==> src/rtl/fspc_pkg.sv <==
`timescale 1ns / 1ps
// ----------------------------------------------------------------------------
// fspc_pkg: shared types and constants for the step pulse command unit
// Widths of the payload fields, response codes and reset values.
// ----------------------------------------------------------------------------
package fspc_pkg;
	localparam int MOTOR_COUNT_DEF = 4;
	localparam int FRAME_BYTES = 6;
	localparam int MAX_RESULTS = 4;

	localparam logic [7:0] CODE_BAD_CHECK = 8'd255;
	localparam logic [7:0] CODE_BAD_CMD   = 8'd254;
	localparam logic [7:0] CODE_ACK       = 8'd253;
	localparam logic [7:0] CODE_END_BASE  = 8'd200;
	localparam logic [7:0] CODE_DIVIDER   = 8'd68;
	localparam logic [7:0] CODE_USTEP_WR  = 8'd60;
	localparam logic [7:0] CODE_USTEP_RD  = 8'd56;

	localparam logic [1:0] CFG_MIN_PULSE = 2'd0;
	localparam logic [1:0] CFG_TIMEOUT   = 2'd1;
	localparam logic [1:0] CFG_DIVIDER   = 2'd2;

	localparam logic [31:0] INTERVAL_RST = 32'd4000;
	localparam logic [15:0] MIN_PULSE_RST = 16'd3;
	localparam logic [23:0] TIMEOUT_RST = 24'd500000;

	// per-motor operations (code mod 14)
	typedef enum logic [3:0] {
		OP_RD_RUN, OP_WR_RUN, OP_RD_STEPS, OP_WR_STEPS, OP_RD_TARGET, OP_WR_TARGET,
		OP_RD_INTERVAL, OP_WR_INTERVAL, OP_RD_MODE, OP_WR_MODE, OP_RD_DIR, OP_WR_DIR,
		OP_RD_EN, OP_WR_EN
	} motor_op_t;

	typedef struct packed {
		logic       kind;
		logic [7:0] rx_byte;
	} event_t;

	typedef struct packed {
		logic        frame_valid;
		logic [7:0]  frame_code;
		logic [31:0] frame_data;
		logic [7:0]  frame_check;
		logic [3:0]  step_lines;
		logic [3:0]  dir_lines;
		logic [3:0]  enable_lines;
		logic        error_led;
		logic        last_of_run;
	} result_t;
endpackage

==> src/rtl/fspc_if.sv <==
`timescale 1ns / 1ps
// ----------------------------------------------------------------------------
// fspc_if: valid/ready channel
// Carries a payload of type T with source and sink modports.
// ----------------------------------------------------------------------------
interface fspc_if #(parameter type T = logic);
	logic valid;
	logic ready;
	T     data;
	modport source (output valid, output data, input ready);
	modport sink (input valid, input data, output ready);
endinterface

==> src/rtl/four_axis_step_pulse_command_unit.sv <==
`timescale 1ns / 1ps
// ----------------------------------------------------------------------------
// four_axis_step_pulse_command_unit: step/dir/enable pulse command unit
// Frame decoding, per-motor pulse timing and response generation.
// ----------------------------------------------------------------------------
// Each event (a received byte or one microsecond tick) is processed in the
// cycle it is accepted; its results (one, or up to one end frame per motor)
// load a result queue and leave one per cycle while the sink is ready. A new
// event is taken in any cycle where the queue is empty or its last result is
// leaving, so the unit takes no event before all results of the last one
// have left. Configuration writes take effect on the next event.
module four_axis_step_pulse_command_unit
	import fspc_pkg::*;
#(
	parameter int MOTOR_COUNT = MOTOR_COUNT_DEF
) (
	input  logic        clk,
	input  logic        arst_n,
	input  logic        cfg_we,
	input  logic [1:0]  cfg_index,
	input  logic [23:0] cfg_data,
	fspc_if.sink        evt_in,
	fspc_if.source      res_out
);
	logic [15:0] min_pulse_q;
	logic [23:0] timeout_q;
	logic [7:0]  divider_q;

	logic [31:0] time_q, rx_last_q, tx_q;
	logic [7:0]  rx_q [5];
	logic [2:0]  rx_cnt_q;
	logic        led_q;
	logic [MOTOR_COUNT-1:0] run_q, pulse_q, dir_q, en_q;
	logic [31:0] steps_q [MOTOR_COUNT];
	logic [31:0] target_q [MOTOR_COUNT];
	logic [31:0] ival_q [MOTOR_COUNT];
	logic [7:0]  mode_q [MOTOR_COUNT];
	logic [31:0] edge_q [MOTOR_COUNT];

	logic [31:0] time_d, rx_last_d, tx_d;
	logic [2:0]  rx_cnt_d;
	logic        led_d;
	logic [MOTOR_COUNT-1:0] run_d, pulse_d, dir_d, en_d, end_m;
	logic [31:0] steps_d [MOTOR_COUNT];
	logic [31:0] target_d [MOTOR_COUNT];
	logic [31:0] ival_d [MOTOR_COUNT];
	logic [7:0]  mode_d [MOTOR_COUNT];
	logic [31:0] edge_d [MOTOR_COUNT];

	logic        take, push, can_push, have_frame, frame_ok;
	logic [7:0]  code, cmd_code, xsum;
	logic [31:0] data;
	logic [3:0]  mot;
	logic [3:0]  opn;
	result_t     res [MAX_RESULTS];
	logic [2:0]  res_cnt;
	logic [3:0]  stp_l, dir_l, en_l;

	assign evt_in.ready = can_push;
	assign take = evt_in.valid && can_push;
	assign push = take;

	always_ff @(posedge clk or negedge arst_n) begin
		if (!arst_n) begin
			min_pulse_q <= MIN_PULSE_RST;
			timeout_q   <= TIMEOUT_RST;
			divider_q   <= 8'd1;
		end else if (cfg_we) begin
			case (cfg_index)
				CFG_MIN_PULSE: min_pulse_q <= cfg_data[15:0];
				CFG_TIMEOUT:   timeout_q   <= cfg_data;
				CFG_DIVIDER:   divider_q   <= cfg_data[7:0];
				default: ;
			endcase
		end
	end

	// split code into motor and operation by small subtract chain
	always_comb begin
		mot = 4'd0;
		opn = code[3:0];
		if (code >= 8'd42) begin
			mot = 4'd3; opn = 4'(code - 8'd42);
		end else if (code >= 8'd28) begin
			mot = 4'd2; opn = 4'(code - 8'd28);
		end else if (code >= 8'd14) begin
			mot = 4'd1; opn = 4'(code - 8'd14);
		end
	end

	always_comb begin
		time_d = time_q; rx_last_d = rx_last_q; tx_d = tx_q;
		rx_cnt_d = rx_cnt_q; led_d = led_q;
		run_d = run_q; pulse_d = pulse_q; dir_d = dir_q; en_d = en_q;
		steps_d = steps_q; target_d = target_q; ival_d = ival_q;
		mode_d = mode_q; edge_d = edge_q;
		end_m = '0;
		cmd_code = CODE_BAD_CMD;
		have_frame = 1'b0;
		frame_ok = 1'b0;
		code = rx_q[0];
		data = {evt_in.data.rx_byte, rx_q[3], rx_q[2], rx_q[1]};
		data = {rx_q[4], rx_q[3], rx_q[2], rx_q[1]};
		xsum = rx_q[0] ^ rx_q[1] ^ rx_q[2] ^ rx_q[3] ^ rx_q[4];
		if (evt_in.data.kind) begin
			time_d = time_q + 32'd1;
			for (int m = 0; m < MOTOR_COUNT; m++) begin
				if (run_q[m]) begin
					if (steps_q[m] != 32'd0 && !pulse_q[m]) begin
						if (time_d - edge_q[m] >= ival_q[m]) begin
							pulse_d[m] = 1'b1;
							steps_d[m] = steps_q[m] - 32'(mode_q[m]);
							edge_d[m] = time_d;
						end
					end else if (pulse_q[m]) begin
						if (time_d - edge_q[m] >= 32'(min_pulse_q)) pulse_d[m] = 1'b0;
					end else begin
						run_d[m] = 1'b0;
						end_m[m] = 1'b1;
					end
				end
			end
			if (rx_cnt_q != 3'd0 && (time_d - rx_last_q) > 32'(timeout_q)) rx_cnt_d = 3'd0;
		end else begin
			rx_last_d = time_q;
			rx_cnt_d = rx_cnt_q + 3'd1;
			if (rx_cnt_q == 3'(FRAME_BYTES - 1)) begin
				rx_cnt_d = 3'd0;
				have_frame = 1'b1;
				frame_ok = xsum == evt_in.data.rx_byte;
			end
		end
		if (have_frame && !frame_ok) begin
			led_d = 1'b1;
			cmd_code = CODE_BAD_CHECK;
		end else if (have_frame) begin
			if (code > CODE_DIVIDER) begin
				cmd_code = CODE_BAD_CMD;
			end else if (code == CODE_DIVIDER) begin
				tx_d = 32'(divider_q); cmd_code = code;
			end else if (code >= CODE_USTEP_WR) begin
				if (32'((code - CODE_USTEP_WR) >> 1) < MOTOR_COUNT && !code[0]) begin
					tx_d[7:0] = 8'd0; cmd_code = code;
				end
			end else if (code >= CODE_USTEP_RD) begin
				if (32'(code - CODE_USTEP_RD) < MOTOR_COUNT) begin
					tx_d[7:0] = 8'd0; cmd_code = code;
				end
			end else if (32'(mot) < MOTOR_COUNT) begin
				cmd_code = CODE_ACK;
				for (int m = 0; m < MOTOR_COUNT; m++) begin
					if (mot == 4'(m)) begin
						case (motor_op_t'(opn))
							OP_RD_RUN: begin tx_d[7:0] = {7'd0, run_q[m]}; cmd_code = code; end
							OP_WR_RUN: begin
								if (run_q[m] != (rx_q[1] != 8'd0)) begin
									run_d[m] = rx_q[1] != 8'd0;
									if (rx_q[1] != 8'd0) begin
										pulse_d[m] = 1'b0;
										edge_d[m] = time_q - ival_q[m];
									end
								end
							end
							OP_RD_STEPS: begin tx_d = steps_q[m]; cmd_code = code; end
							OP_WR_STEPS: begin steps_d[m] = data; target_d[m] = data; end
							OP_RD_TARGET: begin tx_d = target_q[m]; cmd_code = code; end
							OP_WR_TARGET: target_d[m] = data;
							OP_RD_INTERVAL: begin tx_d = ival_q[m]; cmd_code = code; end
							OP_WR_INTERVAL: ival_d[m] = data;
							OP_RD_MODE: begin tx_d[7:0] = mode_q[m]; cmd_code = code; end
							OP_WR_MODE: mode_d[m] = rx_q[1];
							OP_RD_DIR: begin tx_d[7:0] = {7'd0, dir_q[m]}; cmd_code = code; end
							OP_WR_DIR: dir_d[m] = rx_q[1] != 8'd0;
							OP_RD_EN: begin tx_d[7:0] = {7'd0, !en_q[m]}; cmd_code = code; end
							OP_WR_EN: en_d[m] = rx_q[1] == 8'd0;
							default: ;
						endcase
					end
				end
			end
		end
	end

	// result assembly; line levels taken after the event
	always_comb begin
		logic [2:0] n;
		n = 3'd0;
		stp_l = '0; dir_l = '0; en_l = '0;
		stp_l[MOTOR_COUNT-1:0] = pulse_d;
		dir_l[MOTOR_COUNT-1:0] = dir_d;
		en_l[MOTOR_COUNT-1:0] = en_d;
		for (int k = 0; k < MAX_RESULTS; k++) begin
			res[k] = '0;
			res[k].step_lines = stp_l;
			res[k].dir_lines = dir_l;
			res[k].enable_lines = en_l;
			res[k].error_led = led_d;
		end
		if (have_frame) begin
			res[0].frame_valid = 1'b1;
			res[0].frame_code = cmd_code;
			n = 3'd1;
		end else begin
			for (int m = 0; m < MOTOR_COUNT; m++) begin
				if (end_m[m]) begin
					res[n[1:0]].frame_valid = 1'b1;
					res[n[1:0]].frame_code = CODE_END_BASE + 8'(m);
					n = n + 3'd1;
				end
			end
		end
		for (int k = 0; k < MAX_RESULTS; k++) begin
			res[k].frame_data = res[k].frame_valid ? tx_d : 32'd0;
			res[k].frame_check = res[k].frame_valid ?
				(res[k].frame_code ^ tx_d[7:0] ^ tx_d[15:8] ^ tx_d[23:16] ^ tx_d[31:24])
				: 8'd0;
		end
		if (n == 3'd0) n = 3'd1;
		res[n[1:0] - 2'd1].last_of_run = 1'b1;
		res_cnt = n;
	end

	always_ff @(posedge clk or negedge arst_n) begin
		if (!arst_n) begin
			time_q <= '0; rx_last_q <= '0; tx_q <= '0; rx_cnt_q <= '0; led_q <= 1'b0;
			run_q <= '0; pulse_q <= '0; dir_q <= '1; en_q <= '0;
			for (int m = 0; m < MOTOR_COUNT; m++) begin
				steps_q[m] <= '0; target_q[m] <= '0; ival_q[m] <= INTERVAL_RST;
				mode_q[m] <= 8'd1; edge_q[m] <= '0;
			end
		end else if (take) begin
			time_q <= time_d; rx_last_q <= rx_last_d; tx_q <= tx_d;
			rx_cnt_q <= rx_cnt_d; led_q <= led_d;
			run_q <= run_d; pulse_q <= pulse_d; dir_q <= dir_d; en_q <= en_d;
			steps_q <= steps_d; target_q <= target_d; ival_q <= ival_d;
			mode_q <= mode_d; edge_q <= edge_d;
		end
	end

	always_ff @(posedge clk) begin
		if (take && !evt_in.data.kind && rx_cnt_q < 3'd5) rx_q[rx_cnt_q] <= evt_in.data.rx_byte;
	end

	fspc_out_queue u_queue (
		.clk      (clk),
		.arst_n   (arst_n),
		.push     (push),
		.push_res (res),
		.push_cnt (res_cnt),
		.can_push (can_push),
		.res_out  (res_out)
	);
endmodule

==> src/rtl/fspc_out_queue.sv <==
`timescale 1ns / 1ps
// ----------------------------------------------------------------------------
// fspc_out_queue: result queue
// Holds the results of one event and hands them out one transfer at a time.
// ----------------------------------------------------------------------------
module fspc_out_queue
	import fspc_pkg::*;
(
	input  logic             clk,
	input  logic             arst_n,
	input  logic             push,
	input  result_t          push_res [MAX_RESULTS],
	input  logic [2:0]       push_cnt,
	output logic             can_push,
	fspc_if.source           res_out
);
	result_t    buf_q [MAX_RESULTS];
	logic [2:0] cnt_q;
	logic [1:0] idx_q;
	logic       pop;

	assign res_out.valid = cnt_q != 3'd0;
	assign res_out.data  = buf_q[idx_q];
	assign pop = res_out.valid && res_out.ready;
	// a new burst may load when empty or when the last one is leaving now
	assign can_push = (cnt_q == 3'd0) || (pop && cnt_q == 3'd1);

	always_ff @(posedge clk or negedge arst_n) begin
		if (!arst_n) begin
			cnt_q <= 3'd0;
			idx_q <= 2'd0;
		end else if (push) begin
			cnt_q <= push_cnt;
			idx_q <= 2'd0;
		end else if (pop) begin
			cnt_q <= cnt_q - 3'd1;
			idx_q <= idx_q + 2'd1;
		end
	end

	always_ff @(posedge clk) begin
		if (push) buf_q <= push_res;
	end
endmodule

==> src/flat_wrapper.sv <==
// flat-port wrapper written by rule: the top's interface ports become plain ports
module four_axis_step_pulse_command_unit_flat import fspc_pkg::*;
#(
	parameter int MOTOR_COUNT = MOTOR_COUNT_DEF
)
  (clk, arst_n, cfg_we, cfg_index, cfg_data, evt_in_valid, evt_in_data, evt_in_ready, res_out_valid, res_out_data, res_out_ready);
  fspc_if #(.T(event_t)) evt_in_i ();
  fspc_if #(.T(result_t)) res_out_i ();
  input  logic clk;
  input  logic arst_n;
  input  logic cfg_we;
  input  logic [1:0] cfg_index;
  input  logic [23:0] cfg_data;
  input wire logic [$bits(evt_in_i.valid)-1:0] evt_in_valid;
  input wire logic [$bits(evt_in_i.data)-1:0] evt_in_data;
  output wire logic [$bits(evt_in_i.ready)-1:0] evt_in_ready;
  output wire logic [$bits(res_out_i.valid)-1:0] res_out_valid;
  output wire logic [$bits(res_out_i.data)-1:0] res_out_data;
  input wire logic [$bits(res_out_i.ready)-1:0] res_out_ready;
  assign evt_in_i.valid = evt_in_valid;
  assign evt_in_i.data = evt_in_data;
  assign evt_in_ready = evt_in_i.ready;
  assign res_out_valid = res_out_i.valid;
  assign res_out_data = res_out_i.data;
  assign res_out_i.ready = res_out_ready;
  four_axis_step_pulse_command_unit #(.MOTOR_COUNT(MOTOR_COUNT)) u_core (.clk(clk), .arst_n(arst_n), .cfg_we(cfg_we), .cfg_index(cfg_index), .cfg_data(cfg_data), .evt_in(evt_in_i), .res_out(res_out_i));
endmodule
==> config.mk <==
export PLATFORM = sky130hd
export DESIGN_NAME = four_axis_step_pulse_command_unit_flat
export DESIGN_NICKNAME = d
export VERILOG_FILES = /design/src/rtl/fspc_pkg.sv /design/src/rtl/fspc_if.sv /design/src/rtl/four_axis_step_pulse_command_unit.sv /design/src/rtl/fspc_out_queue.sv /design/src/flat_wrapper.sv
export SDC_FILE = /design/constraint.sdc
export NUM_CORES = 2
export LEC_CHECK = 0
export BUFFER_PORTS_ARGS = -buffer_cell sky130_fd_sc_hd__buf_4
export CORE_UTILIZATION = 45
export CTS_BUF_LIST = sky130_fd_sc_hd__clkbuf_8
export DETAILED_ROUTE_END_ITERATION = 6
export HOLD_SLACK_MARGIN = 0.15
export PLACE_DENSITY = 0.66
export REMOVE_ABC_BUFFERS = 1
export SLEW_MARGIN = 15
export SYNTH_ARGS = -nofsm -noshare
export SYNTH_HDL_FRONTEND = slang
export SYNTH_SLANG_ARGS = --single-unit
==> constraint.sdc <==
create_clock -name clk -period 13.69 [get_ports clk]
set_clock_uncertainty 0.15 [all_clocks]
set_input_delay 2.738 -clock clk [delete_from_list [all_inputs] [get_ports clk]]
set_output_delay 2.738 -clock clk [all_outputs]
set_load 0.02 [all_outputs]
---- Word-level counts from Yosys, hierarchy flattened ----
Memories as Yosys holds them, arrays and structs flattened.
Cells that the tools add are included.
operators by class
  reductions and logical operators ........ 62
  mux-type cells .......................... 299
  add/subtract/negate cells ............... 26
  bitwise operators ....................... 31
  $lt $le $gt $ge ......................... 28
  equality and inequality tests ........... 27
operators by type and width
  operator               number
  $mux 32                68
  $mux 128               16
  $bwmux 252             7
  $mux 252               5
  $demux 63 s2           7
  $mux 63                5
  $pmux 24 s3            4
  $sub 32x32->32         9
  $pmux 8 s7             4
  $mux 203               1
  $mux 8                 24
  $mux 62                3
  $xor 8x8->8            20
  $mux 4                 36
  $ge 32x16->1           4
  $ge 32x32->1           4
  $reduce_bool 32->1     4
  $sub 32x8->32          4
  $bmux 63 s2            1
  $reduce_and 10->1      12
  $mux 1                 98
  $mux 24                2
  $mux 3                 13
  $add 32x1->32 const B  1
  46 further kinds       121
word-level totals
  memories kept ........................... 1
  bits in writable memories ............... 40
  input bits .............................. 40
  flip-flop bits (word level) ............. 965
  output and inout bits ................... 65
  word-level logic and storage cells ...... 544
memory list
  name         depth  bits a word  rd ports  clocked after Yosys merged registers in  wr ports  RTL line                                 source
  u_core.rx_q  5      8            5         0                                        1         four_axis_step_pulse_command_unit.sv:30  logic [7:0] rx_q [5];

---- Logic depth before layout (Yosys ltp) ----
  word-level depth ........................ 37
  depth in mapped cells ................... 34
  depth with buffers taken out ............ 32

---- Cells and area by module ----
A second synthesis with hierarchy kept.
unflattened totals
  cell total of the unflattened synthesis .. 7,378
  area total of the unflattened synthesis .. 68,338.0 µm²
modules (own cells, without submodules)
  module                             seq. area each (µm²)  times used  area an instance (µm²)  cells each
  four_axis_step_pulse_command_unit  18,970.7              1           58,932.8                7,012
  fspc_out_queue                     7,692.4               1           9,405.3                 366

---- Least setup slack after synthesis ----
Ideal clock, no wire load.
  path type ............................... input-to-reg
  start point ............................. in res_out_ready
  end point ............................... reg u_core.u_queue.buf_q[0] in the netlist's numbering, enable pin
  data arrival time ....................... 9,521 ps
  buffers on the path ..................... 3
  required time ........................... 12,907 ps
  slack ................................... 3,386 ps
  cell stages on the path ................. 7
  setup time .............................. 633 ps
  cells stage by stage .................... a21oi_1 nor2_1 nand2_1 clkinv_1 clkbuf_1 clkbuf_1 clkbuf_1
on the way
  word-level cells in the longest chain between the ends .. 4
RTL lines
  item                  RTL line                                 source
  start, declared       flat_wrapper.sv:19                       input wire logic [$bits(res_out_i.ready)-1:0] res_out_ready;
  $logic_and 1x1->1     fspc_out_queue.sv:24                     assign pop = res_out.valid && res_out.ready;
  $logic_and 1x1->1     fspc_out_queue.sv:26                     assign can_push = (cnt_q == 3'd0) || (pop && cnt_q == 3'd1);
  $logic_or 1x1->1      fspc_out_queue.sv:26
  via evt_in_ready      flat_wrapper.sv:16                       output wire logic [$bits(evt_in_i.ready)-1:0] evt_in_ready;
  $logic_and 1x1->1     four_axis_step_pulse_command_unit.sv:60  assign take = evt_in.valid && can_push;
  via u_core.push       four_axis_step_pulse_command_unit.sv:50  logic take, push, can_push, have_frame, frame_ok;
  end signal, assigned  fspc_out_queue.sv:42                     if (push) buf_q <= push_res;
  end, declared         fspc_out_queue.sv:17                     result_t buf_q [MAX_RESULTS];
The timed path passes the listed nets, and every way through them passes these cells.
A chain may end at the register's enable or synchronous reset.

---- Final worst setup path ----
  start point ............................. reg u_core.time_q[0]
  end point ............................... reg u_core.edge_q[93] in the netlist's numbering
on the way
  word-level cells in the longest chain between the ends .. 18
  elaborated cells between the ends (all ways) .. 19
  classes of those cells .................. add/sub (3); order compare (1); mux (15)
RTL lines
  item                    RTL line                                  source
  start, declared         four_axis_step_pulse_command_unit.sv:29   logic [31:0] time_q, rx_last_q, tx_q;
  start signal, assigned  four_axis_step_pulse_command_unit.sv:232  time_q <= time_d; rx_last_q <= rx_last_d; tx_q <= tx_d;
  $add 32x1->32           four_axis_step_pulse_command_unit.sv:106  time_d = time_q + 32'd1;
  $sub 32x32->32          four_axis_step_pulse_command_unit.sv:110  if (time_d - edge_q[m] >= ival_q[m]) begin
  $ge 32x32->1            four_axis_step_pulse_command_unit.sv:110
  $mux 32                 four_axis_step_pulse_command_unit.sv:110
  $mux 32                 four_axis_step_pulse_command_unit.sv:109  if (steps_q[m] != 32'd0 && !pulse_q[m]) begin
  $mux 32                 four_axis_step_pulse_command_unit.sv:108  if (run_q[m]) begin
  $mux 128                four_axis_step_pulse_command_unit.sv:105  if (evt_in.data.kind) begin
  $mux 32                 four_axis_step_pulse_command_unit.sv:158  if (rx_q[1] != 8'd0) begin
  [2 not listed]          -
  $mux 32                 four_axis_step_pulse_command_unit.sv:152  if (mot == 4'(m)) begin
  $mux 128                four_axis_step_pulse_command_unit.sv:149  end else if (32'(mot) < MOTOR_COUNT) begin
  $mux 128                four_axis_step_pulse_command_unit.sv:145  end else if (code >= CODE_USTEP_RD) begin
  $mux 128                four_axis_step_pulse_command_unit.sv:141  end else if (code >= CODE_USTEP_WR) begin
  $mux 128                four_axis_step_pulse_command_unit.sv:139  end else if (code == CODE_DIVIDER) begin
  $mux 128                four_axis_step_pulse_command_unit.sv:137  if (code > CODE_DIVIDER) begin
  $mux 128                four_axis_step_pulse_command_unit.sv:136  end else if (have_frame) begin
  $mux 128 (*)            four_axis_step_pulse_command_unit.sv:133  if (have_frame && !frame_ok) begin
  end signal, assigned    four_axis_step_pulse_command_unit.sv:236  mode_q <= mode_d; edge_q <= edge_d;
  end, declared           four_axis_step_pulse_command_unit.sv:38   logic [31:0] edge_q [MOTOR_COUNT];
Mark *: on every way between the ends. The rest lies on a longest branch, timed or not.

==> results_dict.tcl <==
set metrics [dict create \
    synth_edf_count 233 \
    numCtsBuffers 172 \
    vias 59616 \
    routedWlPerCell_um 28.0 \
    slew_headroom_pct 13.4 \
    ant_nets 0 \
    synth-seq-cells 946 \
    r2r_slack_ns 4.06 \
    ys_types 110 \
    final-instance-count-excl-fill 9420 \
    p_per_area_nw_per_um2 121 \
    cts_root_buffer "clkbuf_8" \
    cts_tree "yes" \
    clock_latency_ns 0.95 \
    worst_setup_path_start_kind "flip-flop" \
    ys.flop_type "dfrtp_1" \
    required_ns 14.38 \
    port_buffers 104 \
    maxCapViolCount 0 \
    reg2reg_to "u_core.edge_q[93]$_DFFE_PN0P_" \
    dieArea_sq_um 148000 \
    boundaryPins 105 \
    reg2regPathDepth 31 \
    rows 140 \
    grt_pass1_vias 57497 \
    coreArea_sq_um 146000 \
    path_depth 31 \
    grt_pass1_wl_um 383000 \
    h-tree-depth 4 \
    whs_ns 0.326 \
    grt_max_degree 166 \
    cts.sinks 946 \
    end_kind "flip-flop" \
    fmax_mhz 104 \
    initial_core_util_pct 45.4 \
    drv_slew 0 \
    whs_endpoint "u_core.led_q$_DFFE_PN0P_" \
    cts_resized 0 \
    holdPathStages 1 \
    violations "DRC" \
    drive_gt1_share_pct 12.8 \
    synth_area_leaders "dfrtp_1, edfxtp_1, ha_1" \
    critPathMaxStageDelay_ns 0.95 \
    hold_start "u_core.led_q$_DFFE_PN0P_" \
    area_delta_synth_final_pct 10.4 \
    clkTransAtPathRegs_ns 0.06 \
    critical_path.max_fanout 34 \
    tns_ns 0 \
    rsz0062_at_grt "false" \
    crit_arrival_ns 10.32 \
    dp_cells 9090 \
    die_height_um 385 \
    syn_inst 7279 \
    postCtsHoldBufs 0 \
    power_leakage_nw 33.3 \
    fin_crit_ns 9.63 \
    avgViaCountPerCell 6.33 \
    drc_errors 3 \
    synthArstFlopShare_pct 75.4 \
    ys_warn_count 0 \
    ir_drop_uv 126 \
    drt_iter0_drc 7121 \
    crit_family "compound AO/OA/AOI/OAI gates" \
    r2r-start "u_core.time_q[0]$_DFFE_PN0P_" \
    finalNetCount 7951 \
    cts_setup_buffers 0 \
    worst_hold_path_type "reg -> reg" \
    ys_seq_area_share_pct 37.7 \
    drt_pass1_iterations 7 \
    dpl.hpwl_um 197000 \
    synth_top_area_share_pct 25.4 \
    grt_overflow 0 \
    synth.most_common_cell "dfrtp_1" \
    utilization_pct 50.1 \
    synthTopCellsByCount "dfrtp_1, nor2_1, nand2_1" \
    worst_pin_slew_ns 1.29 \
    yosys.area.top_type "dfrtp_1" \
    clockBufferDepth 3 \
    finalHoldViolations 0 \
    gr-usage-all-layers_pct 35.0 \
    synth_area_sq_um 66100 \
    place_congestion 1.04 \
    synth_area_per_cell_sq_um 9.08 \
    antenna_found_initial 7 \
    cp.buffers_inverters 1 \
    cpMaxStageDelayCell "a21oi_1" \
    status "finished with violations" \
    timing.final.crit_share_pct 70.3 \
    critPathKind "reg -> reg" \
    setup_viol 0 \
    die_w_um 385 \
    drt-total-wl_um 263000 \
]
area by class of cell:
class | instances | area [sq um]
Fill cell | 13665 | 72800
Multi-Input combinational cell | 5464 | 38100
Sequential cell | 946 | 24900
Clock inverter | 106 | 663
Inverter | 501 | 1890
Antenna cell | 8 | 20.0
Timing Repair Buffer | 262 | 2030
Tap cell | 1917 | 2400
Clock buffer | 216 | 2970
sequential cells by signal (all words and copies together), names as in the netlist, 2 cells and up:
signal / count
u_core.dir_q: 4
u_core.divider_q: 8
u_core.edge_q: 128
u_core.en_q: 4
u_core.ival_q: 128
u_core.min_pulse_q: 16
u_core.mode_q: 32
u_core.pulse_q: 4
u_core.run_q: 4
u_core.rx_cnt_q: 3
u_core.rx_last_q: 32
u_core.rx_q: 40
u_core.steps_q: 128
u_core.target_q: 128
u_core.time_q: 32
u_core.timeout_q: 24
u_core.tx_q: 32
u_core.u_queue.buf_q: 193
u_core.u_queue.cnt_q: 3
u_core.u_queue.idx_q: 2
cell usage in the layout (no fill, tap or decap), types with 77 or more instances in the layout:
cell,instances
a21o_1,216
a21oi_1,544
a22oi_1,126
buf_4,256
clkbuf_8,216
dfrtp_1,669
edfxtp_1,233
ha_1,550
inv_1,567
mux2_2,236
nand2_1,586
nand2b_1,77
nand3_1,122
nand4_1,77
nor2_1,630
nor2b_1,83
nor3_1,121
o21ai_0,580
o22ai_1,157
xnor2_1,259
xor2_1,116
power breakdown:
group | total, mW | switching, mW | internal, mW
Combinational | 2.71 | 1.64 | 1.07
Sequential | 3.26 | 0.134 | 3.13
Clock | 2.87 | 1.35 | 1.53
per-layer routing:
metal | track usage [%] | wire length (um) | vias to the layer above
met5 | 0 | 12 | -
met4 | 20.0 | 16700 | 2
met3 | 8.92 | 27600 | 656
met2 | 53.0 | 114000 | 3120
met1 | 45.3 | 105000 | 29286
li1 | - | - | 26552
stage by stage:
step | area (sq um) | total power, mW | setup WS (ns)
floorplan | 64600 | 5.06 | -4.82
global placement | 69300 | 5.93 | 4.03
detailed placement | 69300 | 5.99 | 4.18
CTS | 73000 | 8.86 | 4.20
global route | 73000 | 9.28 | 3.67
finish | 73000 | 8.84 | 4.06
logic make-up after synthesis:
kind of cell	count (synthesis)	share of synthesized area, %
buffers and inverters	869	5.14
flip-flops	946	37.7
multiplexers	304	5.84
adder cells (fa/ha/maj)	564	10.8
AND/OR/NAND/NOR	1996	14.1
XOR/XNOR	384	5.27
AO/OA/AOI/OAI	2216	21.2
worst max path at each step:
stage                                      start                               to  slack [ns]
CTS                 u_core.time_q[0]$_DFFE_PN0P_  u_core.steps_q[124]$_DFFE_PN0P_        4.20
floorplan                          res_out_ready   u_core.edge_q[100]$_DFFE_PN0P_       -4.82
global route        u_core.time_q[0]$_DFFE_PN0P_    u_core.edge_q[93]$_DFFE_PN0P_        3.67
finish              u_core.time_q[0]$_DFFE_PN0P_    u_core.edge_q[93]$_DFFE_PN0P_        4.06
global placement    u_core.time_q[0]$_DFFE_PN0P_   u_core.steps_q[93]$_DFFE_PN0P_        4.03
detailed placement  u_core.time_q[0]$_DFFE_PN0P_  u_core.steps_q[126]$_DFFE_PN0P_        4.18
(Power assumes the default switching activity.)
